`src/design/arpr_pkg.sv`:
```
`timescale 1ns / 1ps

package arpr_pkg;

    localparam int unsigned CNT_W = 6;

    localparam logic [CNT_W-1:0] HDR_LEN      = 6'd42;
    localparam logic [CNT_W-1:0] HDR_LAST_IDX = 6'd41;

    localparam logic [15:0] ETHERTYPE_ARP  = 16'h0806;
    localparam logic [15:0] ARP_OP_REQUEST = 16'h0001;
    localparam logic [15:0] ARP_OP_REPLY   = 16'h0002;

    // configuration register indexes
    localparam logic [1:0] CFG_OWN_MAC = 2'd0;
    localparam logic [1:0] CFG_OWN_IP  = 2'd1;

    typedef enum logic [0:0] {
        ST_RECV,
        ST_REPLY
    } arpr_state_t;

    // controller -> datapath
    typedef struct packed {
        logic             store;   // input beat accepted
        logic             issue;   // fetch reply byte idx
        logic [CNT_W-1:0] idx;
    } arpr_cmd_t;

    // datapath -> controller
    typedef struct packed {
        logic reply_go;            // frame ended and asks for us
    } arpr_sts_t;

endpackage

```
`src/design/arpr_ctrl.sv`:
```
`timescale 1ns / 1ps

module arpr_ctrl
    import arpr_pkg::*;
(
    input  logic      clk,
    input  logic      rst_n,
    input  logic      s_tvalid,
    output logic      s_tready,
    output logic      m_tvalid,
    input  logic      m_tready,
    input  arpr_sts_t sts,
    output arpr_cmd_t cmd
);

    arpr_state_t      state_reg, state_next;
    logic [CNT_W-1:0] k_reg, k_next;
    logic             out_valid_reg, out_valid_next;
    logic             advance;
    logic             issue;
    logic             final_taken;

    assign advance     = !out_valid_reg || m_tready;
    assign issue       = (state_reg == ST_REPLY) && (k_reg < HDR_LEN) && advance;
    assign final_taken = out_valid_reg && m_tready && (k_reg == HDR_LEN);

    always_ff @(posedge clk or negedge rst_n)
    begin
        if (!rst_n)
        begin
            state_reg     <= ST_RECV;
            k_reg         <= '0;
            out_valid_reg <= 1'b0;
        end
        else
        begin
            state_reg     <= state_next;
            k_reg         <= k_next;
            out_valid_reg <= out_valid_next;
        end
    end

    // next state
    always_comb
    begin
        state_next = state_reg;
        case (state_reg)
            ST_RECV:
            begin
                if (sts.reply_go)
                    state_next = ST_REPLY;
            end
            ST_REPLY:
            begin
                if (final_taken)
                    state_next = ST_RECV;
            end
            default: state_next = ST_RECV;
        endcase
    end

    // outputs and counters
    always_comb
    begin
        s_tready       = 1'b0;
        k_next         = k_reg;
        out_valid_next = out_valid_reg;
        case (state_reg)
            ST_RECV:
            begin
                s_tready       = 1'b1;
                k_next         = '0;
                out_valid_next = 1'b0;
            end
            ST_REPLY:
            begin
                if (issue)
                begin
                    k_next         = k_reg + 1'b1;
                    out_valid_next = 1'b1;
                end
                else if (m_tready)
                    out_valid_next = 1'b0;
            end
            default:
            begin
                k_next         = '0;
                out_valid_next = 1'b0;
            end
        endcase
    end

    assign m_tvalid  = out_valid_reg;
    assign cmd.store = s_tvalid && s_tready;
    assign cmd.issue = issue;
    assign cmd.idx   = k_reg;

endmodule

```
`src/design/arpr_dp.sv`:
```
`timescale 1ns / 1ps

module arpr_dp
    import arpr_pkg::*;
(
    input  logic        clk,
    input  logic        rst_n,
    input  logic        cfg_valid,
    input  logic [1:0]  cfg_index,
    input  logic [47:0] cfg_data,
    input  logic [7:0]  s_data,
    input  logic        s_last,
    output logic [7:0]  m_data,
    output logic        m_last,
    input  arpr_cmd_t   cmd,
    output arpr_sts_t   sts
);

    logic [7:0]       hdr_mem [0:41];
    logic [CNT_W-1:0] count_reg, count_next;
    logic [47:0]      own_mac_reg;
    logic [31:0]      own_ip_reg;
    logic [15:0]      etype_reg;
    logic [15:0]      op_reg;
    logic [31:0]      tpa_reg;
    logic [7:0]       rd_data_reg;
    logic [7:0]       const_byte_reg;
    logic             sel_mem_reg;
    logic             last_reg;

    logic             wr_en;
    logic             full;
    logic [7:0]       tpa_lo;
    logic [CNT_W-1:0] rd_addr;
    logic [7:0]       const_byte;
    logic             sel_mem;
    logic [2:0]       mac_idx;
    logic [1:0]       ip_idx;
    logic [CNT_W-1:0] k;
    logic [CNT_W-1:0] k_mac2;
    logic [CNT_W-1:0] k_ip;

    assign wr_en = cmd.store && (count_reg < HDR_LEN);

    // config registers
    always_ff @(posedge clk or negedge rst_n)
    begin
        if (!rst_n)
        begin
            own_mac_reg <= '0;
            own_ip_reg  <= '0;
        end
        else if (cfg_valid)
        begin
            case (cfg_index)
                CFG_OWN_MAC: own_mac_reg <= cfg_data;
                CFG_OWN_IP:  own_ip_reg  <= cfg_data[31:0];
                default:     ;
            endcase
        end
    end

    // byte count, saturating, cleared at frame end
    always_comb
    begin
        count_next = count_reg;
        if (cmd.store)
        begin
            if (s_last)
                count_next = '0;
            else if (count_reg < HDR_LEN)
                count_next = count_reg + 1'b1;
        end
    end

    always_ff @(posedge clk or negedge rst_n)
    begin
        if (!rst_n)
            count_reg <= '0;
        else
            count_reg <= count_next;
    end

    // capture of checked fields as they pass
    always_ff @(posedge clk)
    begin
        if (wr_en)
        begin
            case (count_reg)
                6'd12:   etype_reg[15:8] <= s_data;
                6'd13:   etype_reg[7:0]  <= s_data;
                6'd20:   op_reg[15:8]    <= s_data;
                6'd21:   op_reg[7:0]     <= s_data;
                6'd38:   tpa_reg[31:24]  <= s_data;
                6'd39:   tpa_reg[23:16]  <= s_data;
                6'd40:   tpa_reg[15:8]   <= s_data;
                6'd41:   tpa_reg[7:0]    <= s_data;
                default: ;
            endcase
        end
    end

    // last header byte may be the frame-end beat itself
    assign full   = (count_reg == HDR_LEN) || (count_reg == HDR_LAST_IDX);
    assign tpa_lo = (count_reg == HDR_LAST_IDX) ? s_data : tpa_reg[7:0];

    assign sts.reply_go = cmd.store && s_last && full
                        && (etype_reg == ETHERTYPE_ARP)
                        && (op_reg == ARP_OP_REQUEST)
                        && ({tpa_reg[31:8], tpa_lo} == own_ip_reg);

    // reply byte source
    assign k      = cmd.idx;
    assign k_mac2 = k - 6'd22;
    assign k_ip   = k - 6'd28;

    always_comb
    begin
        sel_mem = 1'b1;
        rd_addr = '0;
        mac_idx = '0;
        ip_idx  = '0;
        if (k < 6'd6)
            rd_addr = k + 6'd6;
        else if (k < 6'd12)
        begin
            sel_mem = 1'b0;
            mac_idx = k[2:0] - 3'd6;
        end
        else if (k < 6'd20)
            rd_addr = k;
        else if (k < 6'd22)
            sel_mem = 1'b0;
        else if (k < 6'd28)
        begin
            sel_mem = 1'b0;
            mac_idx = k_mac2[2:0];
        end
        else if (k < 6'd32)
        begin
            sel_mem = 1'b0;
            ip_idx  = k_ip[1:0];
        end
        else
            rd_addr = k - 6'd10;
    end

    always_comb
    begin
        const_byte = '0;
        if ((k >= 6'd6 && k < 6'd12) || (k >= 6'd22 && k < 6'd28))
        begin
            case (mac_idx)
                3'd0:    const_byte = own_mac_reg[47:40];
                3'd1:    const_byte = own_mac_reg[39:32];
                3'd2:    const_byte = own_mac_reg[31:24];
                3'd3:    const_byte = own_mac_reg[23:16];
                3'd4:    const_byte = own_mac_reg[15:8];
                default: const_byte = own_mac_reg[7:0];
            endcase
        end
        else if (k == 6'd20)
            const_byte = ARP_OP_REPLY[15:8];
        else if (k == 6'd21)
            const_byte = ARP_OP_REPLY[7:0];
        else
        begin
            case (ip_idx)
                2'd0:    const_byte = own_ip_reg[31:24];
                2'd1:    const_byte = own_ip_reg[23:16];
                2'd2:    const_byte = own_ip_reg[15:8];
                default: const_byte = own_ip_reg[7:0];
            endcase
        end
    end

    // header store and reply output register
    always_ff @(posedge clk)
    begin
        if (wr_en)
            hdr_mem[count_reg] <= s_data;
        if (cmd.issue)
        begin
            rd_data_reg    <= hdr_mem[rd_addr];
            const_byte_reg <= const_byte;
            sel_mem_reg    <= sel_mem;
            last_reg       <= (k == HDR_LAST_IDX);
        end
    end

    assign m_data = sel_mem_reg ? rd_data_reg : const_byte_reg;
    assign m_last = last_reg;

endmodule

```
`src/design/arp_request_responder_core.sv`:
```
`timescale 1ns / 1ps

// ARP responder for IPv4 over Ethernet. Received frame bytes stream in on
// the slave side one beat per cycle, tlast on the final byte; the first 42
// bytes (Ethernet header plus ARP body) are kept in a small header store
// and anything after them is dropped. At the frame-end beat the block
// checks EtherType 0x0806, opcode request and target IP against own_ip_addr;
// on a match it sends a 42-byte ARP reply on the master side (peer as
// target, own MAC and IP as sender, opcode reply, tlast on the last byte).
// Short frames and non-matching frames give nothing. Input runs at one beat
// per cycle. A matching frame end sets the reply state; each reply byte is
// then registered and drains at one beat per cycle while m_tready is held,
// paced by the single read port of the header store; s_tready is low after
// the frame-end beat of a matching frame until the last reply beat is
// taken. Config writes are always accepted (cfg_ready tied high);
// indexes other than 0 (own MAC) and 1 (own IP) are ignored.

module arp_request_responder_core
    import arpr_pkg::*;
(
    input  logic        clk,
    input  logic        rst_n,

    // config write channel
    input  logic        cfg_valid,
    output logic        cfg_ready,
    input  logic [1:0]  cfg_index,    // 0: own_mac_addr, 1: own_ip_addr
    input  logic [47:0] cfg_data,     // own_mac_addr[47:0] or own_ip_addr[31:0]

    // received frame
    input  logic        s_tvalid,
    output logic        s_tready,
    input  logic [7:0]  s_tdata,      // [7:0] data_byte
    input  logic        s_tlast,      // frame_end

    // ARP reply
    output logic        m_tvalid,
    input  logic        m_tready,
    output logic [7:0]  m_tdata,      // [7:0] reply_byte
    output logic        m_tlast       // reply_last
);

    arpr_cmd_t cmd;
    arpr_sts_t sts;

    assign cfg_ready = 1'b1;

    // sequencing: receive / reply, beat counter, output valid
    arpr_ctrl u_ctrl
    (
        .clk      (clk),
        .rst_n    (rst_n),
        .s_tvalid (s_tvalid),
        .s_tready (s_tready),
        .m_tvalid (m_tvalid),
        .m_tready (m_tready),
        .sts      (sts),
        .cmd      (cmd)
    );

    // header store, field checks, reply byte assembly
    arpr_dp u_dp
    (
        .clk       (clk),
        .rst_n     (rst_n),
        .cfg_valid (cfg_valid),
        .cfg_index (cfg_index),
        .cfg_data  (cfg_data),
        .s_data    (s_tdata),
        .s_last    (s_tlast),
        .m_data    (m_tdata),
        .m_last    (m_tlast),
        .cmd       (cmd),
        .sts       (sts)
    );

endmodule

```
`config.mk`:
```
export PLATFORM = sky130hd
export DESIGN_NAME = arp_request_responder_core
export DESIGN_NICKNAME = d
export VERILOG_FILES = /design/src/design/arpr_pkg.sv /design/src/design/arpr_ctrl.sv /design/src/design/arpr_dp.sv /design/src/design/arp_request_responder_core.sv
export SDC_FILE = /design/constraint.sdc
export NUM_CORES = 1
export LEC_CHECK = 0
export BUFFER_PORTS_ARGS = -buffer_cell sky130_fd_sc_hd__buf_2
export CAP_MARGIN = 20
export CORE_AREA = 4 4 174 260
export CTS_CLUSTER_SIZE = 14
export DETAILED_ROUTE_END_ITERATION = 6
export DIE_AREA = 0 0 178 264
export PLACE_DENSITY = 0.77
export SETUP_SLACK_MARGIN = 0.1
export SLEW_MARGIN = 20
export SYNTH_ARGS = -nofsm -noshare
export SYNTH_HDL_FRONTEND = slang
export SYNTH_SLANG_ARGS = --single-unit
```
`constraint.sdc`:
```
create_clock -name clk -period 3.2 [get_ports clk]
set_input_delay 0.64 -clock clk [delete_from_list [all_inputs] [get_ports clk]]
set_output_delay 0.64 -clock clk [all_outputs]
set_load 0.01 [all_outputs]
```
# Yosys cells after proc, flatten, opt, wreduce, memory -nomap -nowiden

Memory sizes are Yosys's and may differ from the RTL's. A register that Yosys moved wholly into a read port is not among the register bits.
Index checks and enable logic that the tools add are counted.

Register bits: 168
Memory bits (writable): 336
Memories: 1
Bits in latches: 0
Output and inout port bits: 12
Bits in read-only memories: 0
Logic and storage cells: 134

Memories:

| memory       | words | width | rd ports | clocked after memory_dff | wr ports | line          | text |
|---|---|---|---|---|---|---|---|
| u_dp.hdr_mem | 42    | 8     | 1        | 1                        | 1        | arpr_dp.sv:19 | `logic [7:0] hdr_mem [0:41];` |

Shift-type cells: 0
Eq/ne operators: 25
Bitwise logic cells: 1
Reductions and logical operators: 31
$lt $le $gt $ge: 10
$add $sub $neg: 7
Div/mod/pow operators: 0
Multiplexer cells: 42
Multiply operators: 0

Operator list:

| cell                                                                                 | number |
|---|---|
| 6-bit two-way mux                                                                    | 9 |
| 6-bit equality test (second input constant)                                          | 7 |
| 8-bit two-way mux                                                                    | 5 |
| 8-bit one-hot mux with 5 select lines                                                | 1 |
| 32-bit equality test                                                                 | 1 |
| 6-bit by 5-bit equality test with 1-bit output (second input constant)               | 4 |
| 8-bit one-hot mux with 3 select lines                                                | 1 |
| 2-bit AND reduction                                                                  | 10 |
| 6-bit by 5-bit < comparator with 1-bit output (second input constant)                | 3 |
| 6-bit < comparator (second input constant)                                           | 3 |
| 16-bit by 1-bit equality test with 1-bit output (second input constant)              | 1 |
| 16-bit by 12-bit equality test with 1-bit output (second input constant)             | 1 |
| 3-bit two-way mux                                                                    | 5 |
| 1-bit logical AND                                                                    | 13 |
| 6-bit by 1-bit adder with 6-bit output (second input constant)                       | 2 |
| 6-bit by 4-bit equality test with 1-bit output (second input constant)               | 2 |
| 1-bit two-way mux                                                                    | 12 |
| 2-bit two-way mux                                                                    | 6 |
| 6-bit one-hot mux with 2 select lines                                                | 1 |
| 6-bit by 3-bit adder with 6-bit output (second input constant)                       | 1 |
| 3-bit by 2-bit equality test with 1-bit output (second input constant)               | 2 |
| 6-bit by 3-bit greater-or-equal comparator with 1-bit output (second input constant) | 1 |
| 6-bit by 5-bit greater-or-equal comparator with 1-bit output (second input constant) | 1 |
| 6-bit by 3-bit < comparator with 1-bit output (second input constant)                | 1 |
| 17 further kinds                                                                     | 23 |

# Depth between registers and ports, before layout

Depth in word-level cells: 12
Depth in mapped cells: 13
Gate-level depth less buffers: 10

# By module

Synthesis repeated with hierarchy kept, for this count alone.

Cell total of the unflattened synthesis: 1521
Area total of the unflattened synthesis: 21653.3 um^2

Modules (own cells, without submodules):

| module                     | area each (um^2) | cells an instance | sequential area each (um^2) | instances |
|---|---|---|---|---|
| arpr_dp                    | 21144.0          | 1465              | 14704.1                     | 1 |
| arpr_ctrl                  | 498.0            | 54                | 200.2                       | 1 |
| arp_request_responder_core | 11.3             | 2                 | 0.0                         | 1 |

# Worst setup path after synthesis

Ideal clock, no wire load.

Path kind: register to register
From: register u_ctrl.k_reg[2]
To: register u_dp.rd_data_reg[6] (read register of u_dp.hdr_mem) (data pin)
Path buffers: 3
Cell stages (with the launch flop): 12
Required time: 2.927 ns
Library setup time: 0.273 ns
Clock period less this slack: 2.854 ns
Setup slack: 0.346 ns
Data arrival time: 2.581 ns
Cells stage by stage: dfrtp_1 -> buf_2 -> inv_1 -> ha_1 -> nor2_1 -> a211oi_2 -> buf_2 -> buf_1 -> nand3_1 -> a31o_2 -> a221oi_2 -> o311ai_1

Longest elaborated chain between the ends: 7
Elaborated cells between the ends (all ways): 17

Ends and longest elaborated chain:

| item                                                                              | line                           | text |
|---|---|---|
| from (decl)                                                                       | arpr_ctrl.sv:17                | `logic [CNT_W-1:0] k_reg, k_next;` |
| from (signal assigned)                                                            | arpr_ctrl.sv:38                | `k_reg <= k_next;` |
| 6-bit by 4-bit subtractor with 6-bit output or 6-bit < comparator (tied branches) | arpr_dp.sv:145, arpr_dp.sv:139 |  |
| 6-bit two-way mux                                                                 | arpr_dp.sv:139                 | `else if (k < 6'd32)` |
| 6-bit two-way mux                                                                 | arpr_dp.sv:134                 | `else if (k < 6'd28)` |
| 6-bit two-way mux                                                                 | arpr_dp.sv:132                 | `else if (k < 6'd22)` |
| 6-bit two-way mux                                                                 | arpr_dp.sv:130                 | `else if (k < 6'd20)` |
| 6-bit two-way mux                                                                 | arpr_dp.sv:125                 | `else if (k < 6'd12)` |
| 6-bit two-way mux                                                                 | arpr_dp.sv:123                 | `if (k < 6'd6)` |
| to (decl)                                                                         | arpr_dp.sv:26                  | `logic [7:0] rd_data_reg;` |

Parallel ways exist; a longest one is shown, timed or not.
A chain may end at the register's enable or synchronous reset.

# Final worst setup path

From: register u_ctrl.k_reg[3]
To: register u_dp.rd_data_reg[5] (read register of u_dp.hdr_mem) (data pin)

Same word-level chain as after synthesis.

==> qor.txt <==
outcome - finished, final reports clean
Worst Setup SP - u_ctrl.k_reg[3]
switching power - 3.03 mW
Vias - 14400
Post-synth ARST share - 18.4%
simple-gate share of the synthesized area - 11.8%
layout cells sized above 1 - 21.1%
sw frac - 22.1%
post-synthesis mux area share - 8.08%
Die X - 178 um
Fmax - 324 MHz
Rows - 93
min Tclk post-route - 3.09 ns
core region area - 42900 um^2
largest family of logic cells by synthesized area - simple AND/OR/NAND/NOR gates
vias per std cell - 6.14
Root Buffer - clkbuf_16
DRC - 0
RSZ-0062 raised after global routing - yes
die height - 264 um
EDFF count, synth - 418
MaxCap Viol Count - 0
Mapped Nets - 1669
P per Cell Area - 556 nW/um^2
DRT Pass-1 Iters - 5
P&R area growth vs syn - 14.1%
sequential share of the synthesized area - 69.0%
type of the worst setup path - reg2reg
Sink Count - 512
fin nets - 1805
grt ovf - 0
CTS tree - done
post-DR wirelength/cell - 24.8 um
syn avg cell area - 13.5 um^2
sequential share of power - 56.4%
critical path required time - 3.51 ns
PortBufs - 74
CP arrival - 3.40 ns
initial antenna violation count - 2
Final Hold Fails - 0
hpwl dp - 39700 um
Post-DRT Antenna Nets - 0
Initial Util - 50.3%
CTS buffer count - 46
commonest non-fill, non-tap cell in the layout - edfxtp_1
critical path's slowest cell - dfrtp_2
placed inst area - 23200 um^2
DR iter-0 viols - 1377
Period Utilization, post-route - 96.5%
vias in the first global route - 14800
cell-internal power - 10.7 mW
I/O pin total - 76
max reg flops - 336
CTS clock-pin slew for the worst setup and hold paths - 0.07 ns
post-synthesis adder-cell area fraction - 0.579%
fin cells - 2337
Synth Register Bits - 512
CP max stage delay - 0.48 ns
clock share of power - 37.6%
XOR/XNOR share of the synthesized area - 1.66%
Combinational Power Share - 6.0%
Hold Buf Count CTS - 0
Critical Path, Cell by Cell - or3b_1 > a211o_1 > and2_4 > a211oi_1 > a31oi_1 > o2111ai_1 > o31ai_1 > or3_1
top fanout value on the critical path - 31
Leakage - 9.05 nW
CP Buf/Inv Count - 0
max_slew headroom - 44.3%
Compound-Gate Fraction of Synth Area - 6.62%
Final setup viols - 0
placed insts - 2253
Mapped Area - 21600 um^2
Ys Warns - 0
crit end category - register
H-tree depth - 2
Synth Instances - 1595
first-pass GRT wire length - 87300 um
Worst VDD drop - 0.525 mV
DIE AREA - 47000 um^2
reg2reg start - u_ctrl.k_reg[3]
CP delay by family, top - compound AO/OA/AOI/OAI gates
Max Slew Vio Count - 0
distinct cell type count after synthesis - 68
commonest non-fill, non-tap cells in the layout - edfxtp_1, nand2_1, mux2_2
Clock Path Buffers - 3
All-Layer GR Usage - 24.6%
worst slew pin tran - 0.833 ns
TNS Setup - 0 ns
post-route cell area - 24600 um^2
GP Congestion - 0.959
pin count of the biggest net entering global routing - 52
DRT Wirelength - 57900 um
Startpoint Class - register
Worst Skew - 0.0180 ns
Hold WC Path Type - in2async
Post-synth top flop - edfxtp_1
clock latency on the worst-skew pair - 0.57 ns
cell usage after synthesis, types with 8 or more instances:
cell type,n,area (um^2)
nand3_1,84,420
ha_1,10,125
a211oi_1,16,120
mux2_2,106,1190
nand4_1,17,106
dfrtp_1,94,2350
inv_1,11,41.3
a31oi_1,17,106
a221oi_1,9,78.8
a211o_1,8,70.1
mux2i_1,55,551
o22ai_1,8,50.1
xor2_1,16,140
and2_1,10,62.6
nand2_1,249,935
buf_1,12,45.0
nor3_1,12,60.1
and3_1,29,181
a21oi_1,57,285
buf_2,35,175
o21ai_0,19,95.1
xnor2_1,25,219
nor4_1,16,100
nor2_1,104,390
a311oi_1,14,123
clkbuf_1,40,150
edfxtp_1,418,12600
layer usage:
layer  vias up  GRT usage, %  wire length, um
met2       824          41.6            29000
met1      7068          27.7            19400
li1       6221             -                -
met4         2          18.5             5000
met5         -             0               12
met3       236          3.94             4540
area by class of cell:
cell class	count	area, um^2
fill	3304	18300
clock buffer	63	1260
tap	570	713
timing repair buffer	183	1350
antenna	3	7.51
inverter	11	41.3
clock inverter	18	113
multi-input combinational	977	6250
sequential	512	14900
path summary, 6_finish.rpt:
path / cells after the start / slack [ns] / endpoint
setup reg to reg: 8 / 0.11 / u_dp.rd_data_reg[5]
setup / recovery: 8 / 0.11 / u_dp.rd_data_reg[5]
min in group clk: 2 / 0.32 / u_dp.own_mac_reg[33]
hold / removal: 1 / 0.12 / u_dp.own_mac_reg[47]
max in group asynchronous: 2 / 2.40 / u_dp.own_mac_reg[18]
hold reg to reg: 1 / 0.50 / u_dp.own_mac_reg[17]
cells by family (layout without fill, tap and decap cells):
kind of cell / after synthesis / in the layout
flip-flops: 512 / 512
multiplexers: 161 / 161
AO/OA/AOI/OAI: 204 / 204
buffers and inverters: 106 / 275
adder cells (fa/ha/maj): 10 / 10
AND/OR/NAND/NOR: 560 / 560
other: 1 / 4
XOR/XNOR: 41 / 41
metrics by stage:
step	hold slack, ns	worst slack [ns]	util (%)	power, mW
after floorplan	0.344	0.346	-	8.22
after global placement	0.484	0.185	54.1	8.63
after detailed placement	0.490	0.150	54.1	8.67
after CTS	0.129	0.130	57.3	13.7
after global routing	0.163	0.0537	57.4	14.1
final	0.123	0.111	57.4	13.7
power groups by stage:
stage                     Combinational (mW)  Clock [mW]  Sequential (mW)
final                                  0.821        5.16             7.73
after global routing                   0.899        5.48             7.74
after CTS                              0.821        5.20             7.72
after detailed placement               0.817           0             7.86
after global placement                 0.790           0             7.84
after floorplan                        0.477           0             7.74
what timing repair did:
item,CTS,global route
setup buffers,0,0
setup endpoints to repair,0,7
endpoints found under the hold margin,0,0
resized for setup,0,6
worst reg2reg max path: stages (launching register included):
cell and delay [ns]:
dfrtp_2 0.48, or3b_1 0.38, a211o_1 0.36, and2_4 0.30
a211oi_1 0.35, a31oi_1 0.11, o2111ai_1 0.40, o31ai_1 0.15
or3_1 0.32
Note: power is estimated with default switching activity, not from simulation.
